[src/hdl/vc_pkg.sv]
`timescale 1ns / 1ps

package vc_pkg;

    localparam int unsigned GroupBits = 7;
    localparam int unsigned MaxBytes  = 10;
    localparam int unsigned CntBits   = 4;
    localparam int unsigned ValueBits = 64;
    localparam int unsigned ByteBits  = 8;

    localparam logic [CntBits-1:0] LastCnt = CntBits'(MaxBytes - 1);

    // Input selector carried in the slave-side tuser.
    typedef enum logic {
        t_CMD_ENCODE = 1'b0,
        t_CMD_DECODE = 1'b1
    } t_cmd;

    // Byte stream leaving the encoder.
    typedef struct packed {
        logic                valid;
        logic [ByteBits-1:0] data;
        logic                last;
    } t_enc_out;

    // Value leaving the decoder in the cycle its final byte is taken.
    typedef struct packed {
        logic                 done;
        logic [ValueBits-1:0] value;
    } t_dec_out;

endpackage

[src/hdl/varint_codec.sv]
`timescale 1ns / 1ps

// Variable-length integer codec, 7-bit groups, low group first, bit 7 set
// when more bytes follow. A beat with tuser = 0 encodes tdata[63:0] into one
// to ten output beats, one per cycle while the output is not stalled, the
// final one with tlast high; the input stays stalled until the encoder has
// handed its last byte to the output register. A beat with tuser = 1 feeds
// tdata[71:64] to the decoder; a byte without the continuation bit, or the
// tenth byte of a run, completes the value, which then appears as one beat
// with tlast high and the byte field zero. Encode beats in the middle of a
// decode run leave the run untouched. The encoder is a 64-bit shift register
// that drops one 7-bit digit per cycle while the output accepts it; the
// decoder collects digits in ten lanes. With signed_mode set, the sign
// travels in bit 0, below the magnitude. The configuration register is
// written through its own channel, which is always ready; the user must
// write it only while no item is in flight: the block itself does not enforce this.
module varint_codec (
    input  logic        i_clk,
    input  logic        i_rst_n,

    input  logic        i_cfg_valid,
    output logic        o_cfg_ready,
    input  logic        i_cfg_data,      // signed_mode

    input  logic        s_axis_tvalid,
    output logic        s_axis_tready,
    input  logic [71:0] s_axis_tdata,    // value_in [63:0], byte_in [71:64]
    input  logic        s_axis_tuser,    // cmd

    output logic        m_axis_tvalid,
    input  logic        m_axis_tready,
    output logic [71:0] m_axis_tdata,    // byte_out [7:0], value_out [71:8]
    output logic        m_axis_tlast     // last
);

    logic              r_signed;
    logic              r_ovalid;
    logic              n_ovalid;
    logic [71:0]       r_odata;
    logic [71:0]       n_odata;
    logic              r_olast;
    logic              n_olast;
    logic              w_slot_free;
    logic              w_in_acc;
    logic              w_enc_load;
    logic              w_dec_push;
    logic              w_enc_adv;
    vc_pkg::t_cmd      w_cmd;
    vc_pkg::t_enc_out  w_enc;
    vc_pkg::t_dec_out  w_dec;

    assign o_cfg_ready = 1'b1;

    always_ff @(posedge i_clk) begin
        if (!i_rst_n) begin
            r_signed <= 1'b0;
        end else if (i_cfg_valid) begin
            r_signed <= i_cfg_data;
        end
    end

    // The output register is free when empty or being drained this cycle.
    assign w_slot_free   = !r_ovalid || m_axis_tready;
    assign s_axis_tready = !w_enc.valid && w_slot_free;
    assign w_in_acc      = s_axis_tvalid && s_axis_tready;
    assign w_cmd         = vc_pkg::t_cmd'(s_axis_tuser);
    assign w_enc_load    = w_in_acc && (w_cmd == vc_pkg::t_CMD_ENCODE);
    assign w_dec_push    = w_in_acc && (w_cmd == vc_pkg::t_CMD_DECODE);
    assign w_enc_adv     = w_enc.valid && w_slot_free;

    vc_enc u_enc (
        .i_clk   (i_clk),
        .i_rst_n (i_rst_n),
        .i_signed(r_signed),
        .i_load  (w_enc_load),
        .i_value (s_axis_tdata[63:0]),
        .i_adv   (w_enc_adv),
        .o_enc   (w_enc)
    );

    vc_dec u_dec (
        .i_clk   (i_clk),
        .i_rst_n (i_rst_n),
        .i_signed(r_signed),
        .i_push  (w_dec_push),
        .i_byte  (s_axis_tdata[71:64]),
        .o_res   (w_dec)
    );

    // Encoder bytes and decoder values never compete: the input is held off
    // for as long as the encoder has bytes left.
    always_comb begin
        n_ovalid = r_ovalid && !m_axis_tready;
        n_odata  = r_odata;
        n_olast  = r_olast;
        if (w_enc_adv) begin
            n_ovalid = 1'b1;
            n_odata  = {64'd0, w_enc.data};
            n_olast  = w_enc.last;
        end else if (w_dec.done) begin
            n_ovalid = 1'b1;
            n_odata  = {w_dec.value, 8'd0};
            n_olast  = 1'b1;
        end
    end

    always_ff @(posedge i_clk) begin
        if (!i_rst_n) begin
            r_ovalid <= 1'b0;
        end else begin
            r_ovalid <= n_ovalid;
        end
        r_odata <= n_odata;
        r_olast <= n_olast;
    end

    assign m_axis_tvalid = r_ovalid;
    assign m_axis_tdata  = r_odata;
    assign m_axis_tlast  = r_olast;

`ifndef SYNTHESIS
    a_one_source: assert property (@(posedge i_clk) disable iff (!i_rst_n)
        !(w_enc_adv && w_dec.done))
        else $error("encoder and decoder both load the output register");
    a_decode_last: assert property (@(posedge i_clk) disable iff (!i_rst_n)
        w_dec.done |=> (r_ovalid && r_olast && r_odata[7:0] == 8'd0))
        else $error("decoded value not presented as a last beat");
`endif

endmodule

[src/hdl/vc_enc.sv]
`timescale 1ns / 1ps

module vc_enc (
    input  logic                          i_clk,
    input  logic                          i_rst_n,
    input  logic                          i_signed,
    input  logic                          i_load,
    input  logic [vc_pkg::ValueBits-1:0]  i_value,
    input  logic                          i_adv,
    output vc_pkg::t_enc_out              o_enc
);

    logic                         r_busy;
    logic                         n_busy;
    logic [vc_pkg::ValueBits-1:0] r_sh;
    logic [vc_pkg::ValueBits-1:0] n_sh;
    logic [vc_pkg::ValueBits-1:0] w_neg;
    logic [vc_pkg::ValueBits-1:0] w_zig;
    logic                         w_last;

    // Sign goes to bit 0, the magnitude sits above it.
    always_comb begin
        w_neg = '0 - i_value;
        if (i_value[vc_pkg::ValueBits-1]) begin
            w_zig = {w_neg[vc_pkg::ValueBits-2:0], 1'b1};
        end else begin
            w_zig = {i_value[vc_pkg::ValueBits-2:0], 1'b0};
        end
    end

    assign w_last = (r_sh[vc_pkg::ValueBits-1:vc_pkg::GroupBits] == '0);

    always_comb begin
        n_busy = r_busy;
        n_sh   = r_sh;
        if (i_load) begin
            n_busy = 1'b1;
            n_sh   = i_signed ? w_zig : i_value;
        end else if (i_adv) begin
            n_sh = r_sh >> vc_pkg::GroupBits;
            if (w_last) begin
                n_busy = 1'b0;
            end
        end
    end

    always_ff @(posedge i_clk) begin
        if (!i_rst_n) begin
            r_busy <= 1'b0;
        end else begin
            r_busy <= n_busy;
        end
        r_sh <= n_sh;
    end

    assign o_enc.valid = r_busy;
    assign o_enc.data  = {~w_last, r_sh[vc_pkg::GroupBits-1:0]};
    assign o_enc.last  = w_last;

`ifndef SYNTHESIS
    a_last_ends_run: assert property (@(posedge i_clk) disable iff (!i_rst_n)
        (r_busy && i_adv && w_last) |=> !r_busy)
        else $error("encoder still busy after its last byte");
    a_no_load_busy: assert property (@(posedge i_clk) disable iff (!i_rst_n)
        i_load |-> !r_busy)
        else $error("encoder loaded while a run is in flight");
`endif

endmodule

[src/hdl/vc_dec.sv]
`timescale 1ns / 1ps

module vc_dec (
    input  logic                         i_clk,
    input  logic                         i_rst_n,
    input  logic                         i_signed,
    input  logic                         i_push,
    input  logic [vc_pkg::ByteBits-1:0]  i_byte,
    output vc_pkg::t_dec_out             o_res
);

    localparam int unsigned AllBits = vc_pkg::MaxBytes * vc_pkg::GroupBits;

    logic [vc_pkg::GroupBits-1:0] r_grp [vc_pkg::MaxBytes];
    logic [vc_pkg::CntBits-1:0]   r_cnt;
    logic [AllBits-1:0]           w_all;
    logic [vc_pkg::ValueBits-1:0] w_acc;
    logic [vc_pkg::ValueBits-1:0] w_mag;
    logic                         w_final;

    assign w_final = !i_byte[vc_pkg::ByteBits-1] || (r_cnt == vc_pkg::LastCnt);

    // Each lane holds one group; the incoming group stands in at the count.
    always_comb begin
        for (int k = 0; k < vc_pkg::MaxBytes; k++) begin
            if (r_cnt == vc_pkg::CntBits'(k)) begin
                w_all[k*vc_pkg::GroupBits +: vc_pkg::GroupBits] =
                    i_byte[vc_pkg::GroupBits-1:0];
            end else begin
                w_all[k*vc_pkg::GroupBits +: vc_pkg::GroupBits] = r_grp[k];
            end
        end
    end

    assign w_acc = w_all[vc_pkg::ValueBits-1:0];
    assign w_mag = {1'b0, w_acc[vc_pkg::ValueBits-1:1]};

    always_comb begin
        o_res.done = i_push && w_final;
        if (!i_signed) begin
            o_res.value = w_acc;
        end else if (w_acc[0]) begin
            o_res.value = '0 - w_mag;
        end else begin
            o_res.value = w_mag;
        end
    end

    always_ff @(posedge i_clk) begin
        if (!i_rst_n) begin
            r_cnt <= '0;
            for (int k = 0; k < vc_pkg::MaxBytes; k++) begin
                r_grp[k] <= '0;
            end
        end else if (i_push) begin
            if (w_final) begin
                r_cnt <= '0;
                for (int k = 0; k < vc_pkg::MaxBytes; k++) begin
                    r_grp[k] <= '0;
                end
            end else begin
                r_cnt <= r_cnt + 1'b1;
                for (int k = 0; k < vc_pkg::MaxBytes; k++) begin
                    if (r_cnt == vc_pkg::CntBits'(k)) begin
                        r_grp[k] <= i_byte[vc_pkg::GroupBits-1:0];
                    end
                end
            end
        end
    end

`ifndef SYNTHESIS
    a_cnt_range: assert property (@(posedge i_clk) disable iff (!i_rst_n)
        r_cnt <= vc_pkg::LastCnt)
        else $error("decode count beyond the tenth byte");
    a_final_clears: assert property (@(posedge i_clk) disable iff (!i_rst_n)
        (i_push && w_final) |=> (r_cnt == '0))
        else $error("decode count not cleared after a value");
`endif

endmodule
[config.mk]
export PLATFORM = sky130hd
export DESIGN_NAME = varint_codec
export DESIGN_NICKNAME = d
export VERILOG_FILES = /design/src/hdl/vc_pkg.sv /design/src/hdl/varint_codec.sv /design/src/hdl/vc_enc.sv /design/src/hdl/vc_dec.sv
export SDC_FILE = /design/constraint.sdc
export NUM_CORES = 1
export LEC_CHECK = 0
export BUFFER_PORTS_ARGS = -buffer_cell sky130_fd_sc_hd__buf_2
export CORE_ASPECT_RATIO = 1.5
export CORE_MARGIN = 5
export CORE_UTILIZATION = 64
export CTS_BUF_LIST = sky130_fd_sc_hd__clkbuf_16
export DETAILED_ROUTE_END_ITERATION = 8
export GPL_TIMING_DRIVEN = 1
export PLACE_DENSITY = 0.93
export REMOVE_ABC_BUFFERS = 1
export SETUP_SLACK_MARGIN = 0.05
export SLEW_MARGIN = 20
export SYNTH_ARGS = -nofsm -noshare
export SYNTH_HDL_FRONTEND = slang
export SYNTH_SLANG_ARGS = --single-unit
[constraint.sdc]
create_clock -name i_clk -period 8.9 [get_ports i_clk]
set_input_delay 0.445 -clock i_clk [delete_from_list [all_inputs] [get_ports i_clk]]
set_output_delay 0.445 -clock i_clk [all_outputs]
set_load 0.03 [all_outputs]
==> results.yml <==
synth:
  synth_edf_count: 137
  synth_adder_area_share_pct: 0.5622
  yosysWarnings: 0
  syn-cell-area_mm2: 0.01335
  synthSimpleGateAreaFrac_pct: 20.69
  yosysSeqAreaShare_pct: 41.45
  async_flop_share_pct: 0
  netlist_instances: 1467
  yosys-mux-area-fraction_pct: 7.337
  synth_ff_type: "edfxtp_1"
  synthDistinctLibCells: 68
  avgSynthCellArea_um2: 9.102
  synthXorXnorAreaFrac_pct: 7.281
  synth_compound_area_share_pct: 18.70
  synth_top_family_by_area: "simple AND/OR/NAND/NOR gates"
  ys_seq_elements: 208
global_routing:
  antenna_found_initial: 2
  grt-ovfl-total: 0
  grt_pass1_vias: 12380
  grt_pass1_wl_um: 65340
  grt_use_total_pct: 34.19
  grt_max_degree: 89
clock_network:
  cts.sinks: 208
  post_cts_resize_count: 0
  cts_root_buffer: "clkbuf_16"
  clk_transition_reported_paths_ps: 70
  cts_tree: "built"
  cts_hold_buf: 0
  clock_path_buffers: 3
  post-cts-setup-buffers: 0
  numCtsBuffers: 21
  clock_latency_ps: 510
  h-tree-depth: 1
floorplanning:
  die_w_um: 127.9
  coreArea_mm2: 0.02050
  pin_count: 155
  die_area_mm2: 0.02391
  die_y_um: 186.9
  initial_utilization_pct: 65.14
  fp-row-count: 64
setup_path:
  critPathMaxStageDelay_ps: 1000
  crit_required_ps: 9290
  cp_cell_sequence: "ha_1 -> nor3b_2 -> buf_4 -> mux2i_1 -> o21ai_0 -> nor4_2 -> a21oi_1 -> xor2_1 -> o221ai_1"
  critical_path.endpoint_type: "flip-flop"
  cp.buffers_inverters: 1
  startpoint_type: "flip-flop"
  cp_slowest_cell: "nor4_2"
  cp.arrival_ps: 4280
  critPathMaxFanout: 18
  rrSetupSlack_ps: 5010
  crit_family: "simple AND/OR/NAND/NOR gates"
  path_class: "flip-flop to flip-flop"
timing:
  worst_hold_slack_ps: 227.8
  grt_setup_unrepaired: "false"
  fin_crit_ps: 3886
  setup_viol: 0
  fin_tns_setup_ps: 0
  tightest_slew_ps: 1140
  timing.fmax_mhz: 257.4
  fin_crit_sh_pct: 43.66
  drv_slew: 0
  skew_ps: 14.69
  slew_headroom_pct: 23.97
  hold_viol: 0
min_path:
  hp-class: "input pin to flip-flop"
pwr:
  p_per_area_mw_per_mm2: 178.3
  leakage_uw: 0.005998
  p_int_uw: 1806
  combinationalPowerShare_pct: 22.0
  clkPwrFrac_pct: 32.5
  pwr-share-seq_pct: 45.6
  switching_share_pct: 31.84
  switchingPower_uw: 843.6
  vdd_drop_max_uv: 123.6
place:
  place.gp.congestion: 1.019
  portBuffers: 153
  place_hpwl_um: 28980
run_status:
  status: "finished clean"
layout:
  layout-drive-gt1-share_pct: 16.24
  multi_input_area_mm2: 0.007336
  fill_cells: 1507
  seq_area_mm2: 0.005539
  fin_nets: 1635
  syn2layout_area_growth_pct: 11.30
  antenna_cells: 0
route:
  wl_met1_um: 13630
  top_layer_used: "met5"
  dr.pass1.iters: 6
  vias: 12740
  drt-total-wl_um: 42550
  wl_met2_um: 20910
  wl_met3_um: 4560
  avgRoutedWirePerCell_um: 23.28
  ant_nets: 0
  vias_per_cell: 6.968
  drc_errors: 0
  drt_iter0_drc: 1306
run:
  drv_cap: 0
placed cells by master (no fill, tap or decap), types with 9 or more instances in the layout:
cell type / instances
a211oi_1: 13
a21o_1: 17
a21oi_1: 82
a31oi_1: 27
and2_1: 71
and3_1: 31
buf_2: 153
buf_4: 26
clkbuf_16: 22
dfxtp_1: 70
edfxtp_1: 137
inv_1: 15
mux2_2: 15
mux2i_1: 80
nand2_1: 127
nand3_1: 41
nand3b_1: 10
nand4_1: 9
nor2_1: 73
nor3_1: 41
nor4_1: 33
o21ai_0: 127
o221ai_1: 28
o22ai_1: 9
o31ai_1: 28
o41ai_1: 17
or3_1: 23
or4_1: 13
xnor2_1: 36
xor2_1: 75
registers in the layout (all words and copies together) (netlist names):
register and count:
u_enc.r_sh 64, m_axis_tlast 1, u_enc.r_busy 1, m_axis_tvalid 1, u_dec.r_grp 64, u_dec.r_cnt 4, r_signed 1, m_axis_tdata 72
worst paths after layout:
check,start,endpoint,cells after the start
max,u_dec.r_cnt[1],m_axis_tdata[45],9
max reg2reg,u_dec.r_cnt[1],m_axis_tdata[45],9
min,i_cfg_data,r_signed,3
min reg2reg,m_axis_tdata[71],m_axis_tdata[71],1
final cells by class:
class | count | share of cell area, %
well taps | 264 | 2.223
flip-flops and latches | 208 | 37.27
multi-input cells | 1127 | 49.36
clock buffers | 22 | 3.704
inverters | 13 | 0.3283
repair buffers | 179 | 6.466
clock inverters | 15 | 0.6483
layer usage:
metal | track usage, % | up-vias
met5 | 0 | -
met4 | 22.47 | 4
met3 | 7.200 | 262
met2 | 59.34 | 983
met1 | 36.95 | 5858
li1 | - | 5631
power groups by stage:
stage,clock [uW],combinational (uW),sequential [uW]
final,860,582,1210
after detailed placement,0,568,1220
after CTS,858,573,1200
after floorplan,0,275,1300
after global placement,0,554,1220
after global routing,898,623,1210
cells by family after synthesis:
logic type	after synthesis
simple gates	521
flops	208
buf+inv	132
xor+xnor	111
mux	96
fa+ha+maj	6
compound gates	391
other cells	2
metrics by stage:
stage | util, % | setup slack [ps] | cells | total power, uW | area (um2)
6_report | 72.50 | 5014 | 1828 | 2650 | 14860
5_1_grt | 72.50 | 4884 | 1828 | 2735 | 14860
4_1_cts | 72.49 | 5107 | 1828 | 2635 | 14860
3_5_place_dp | 69.33 | 4932 | 1791 | 1792 | 14210
3_3_place_gp | 69.33 | 4984 | 1791 | 1773 | 14210
2_1_floorplan | - | 4422 | 1348 | 1576 | 12880
Yosys cell counts (all sizes together) (29+ instances only):
cell type / instances / area (um2)
edfxtp: 137 / 4114
o21ai: 132 / 660.6
nand2: 130 / 488.0
clkbuf: 98 / 367.9
a21oi: 83 / 415.4
mux2i: 81 / 810.8
xor2: 75 / 656.9
nor2: 74 / 277.8
and2: 71 / 444.2
dfxtp: 71 / 1421
nand3: 42 / 215.2
nor3: 42 / 215.2
xnor2: 36 / 315.3
nor4: 34 / 219.0
and3: 31 / 193.9
o31ai: 29 / 222.7
worst min-delay path: cells and delay by family:
kind	cells	cell delay, ps
and+or+nand+nor	1	120
muxes	1	60
buffers and inverters	1	80
Note: power is estimated with default switching activity, not from simulation.
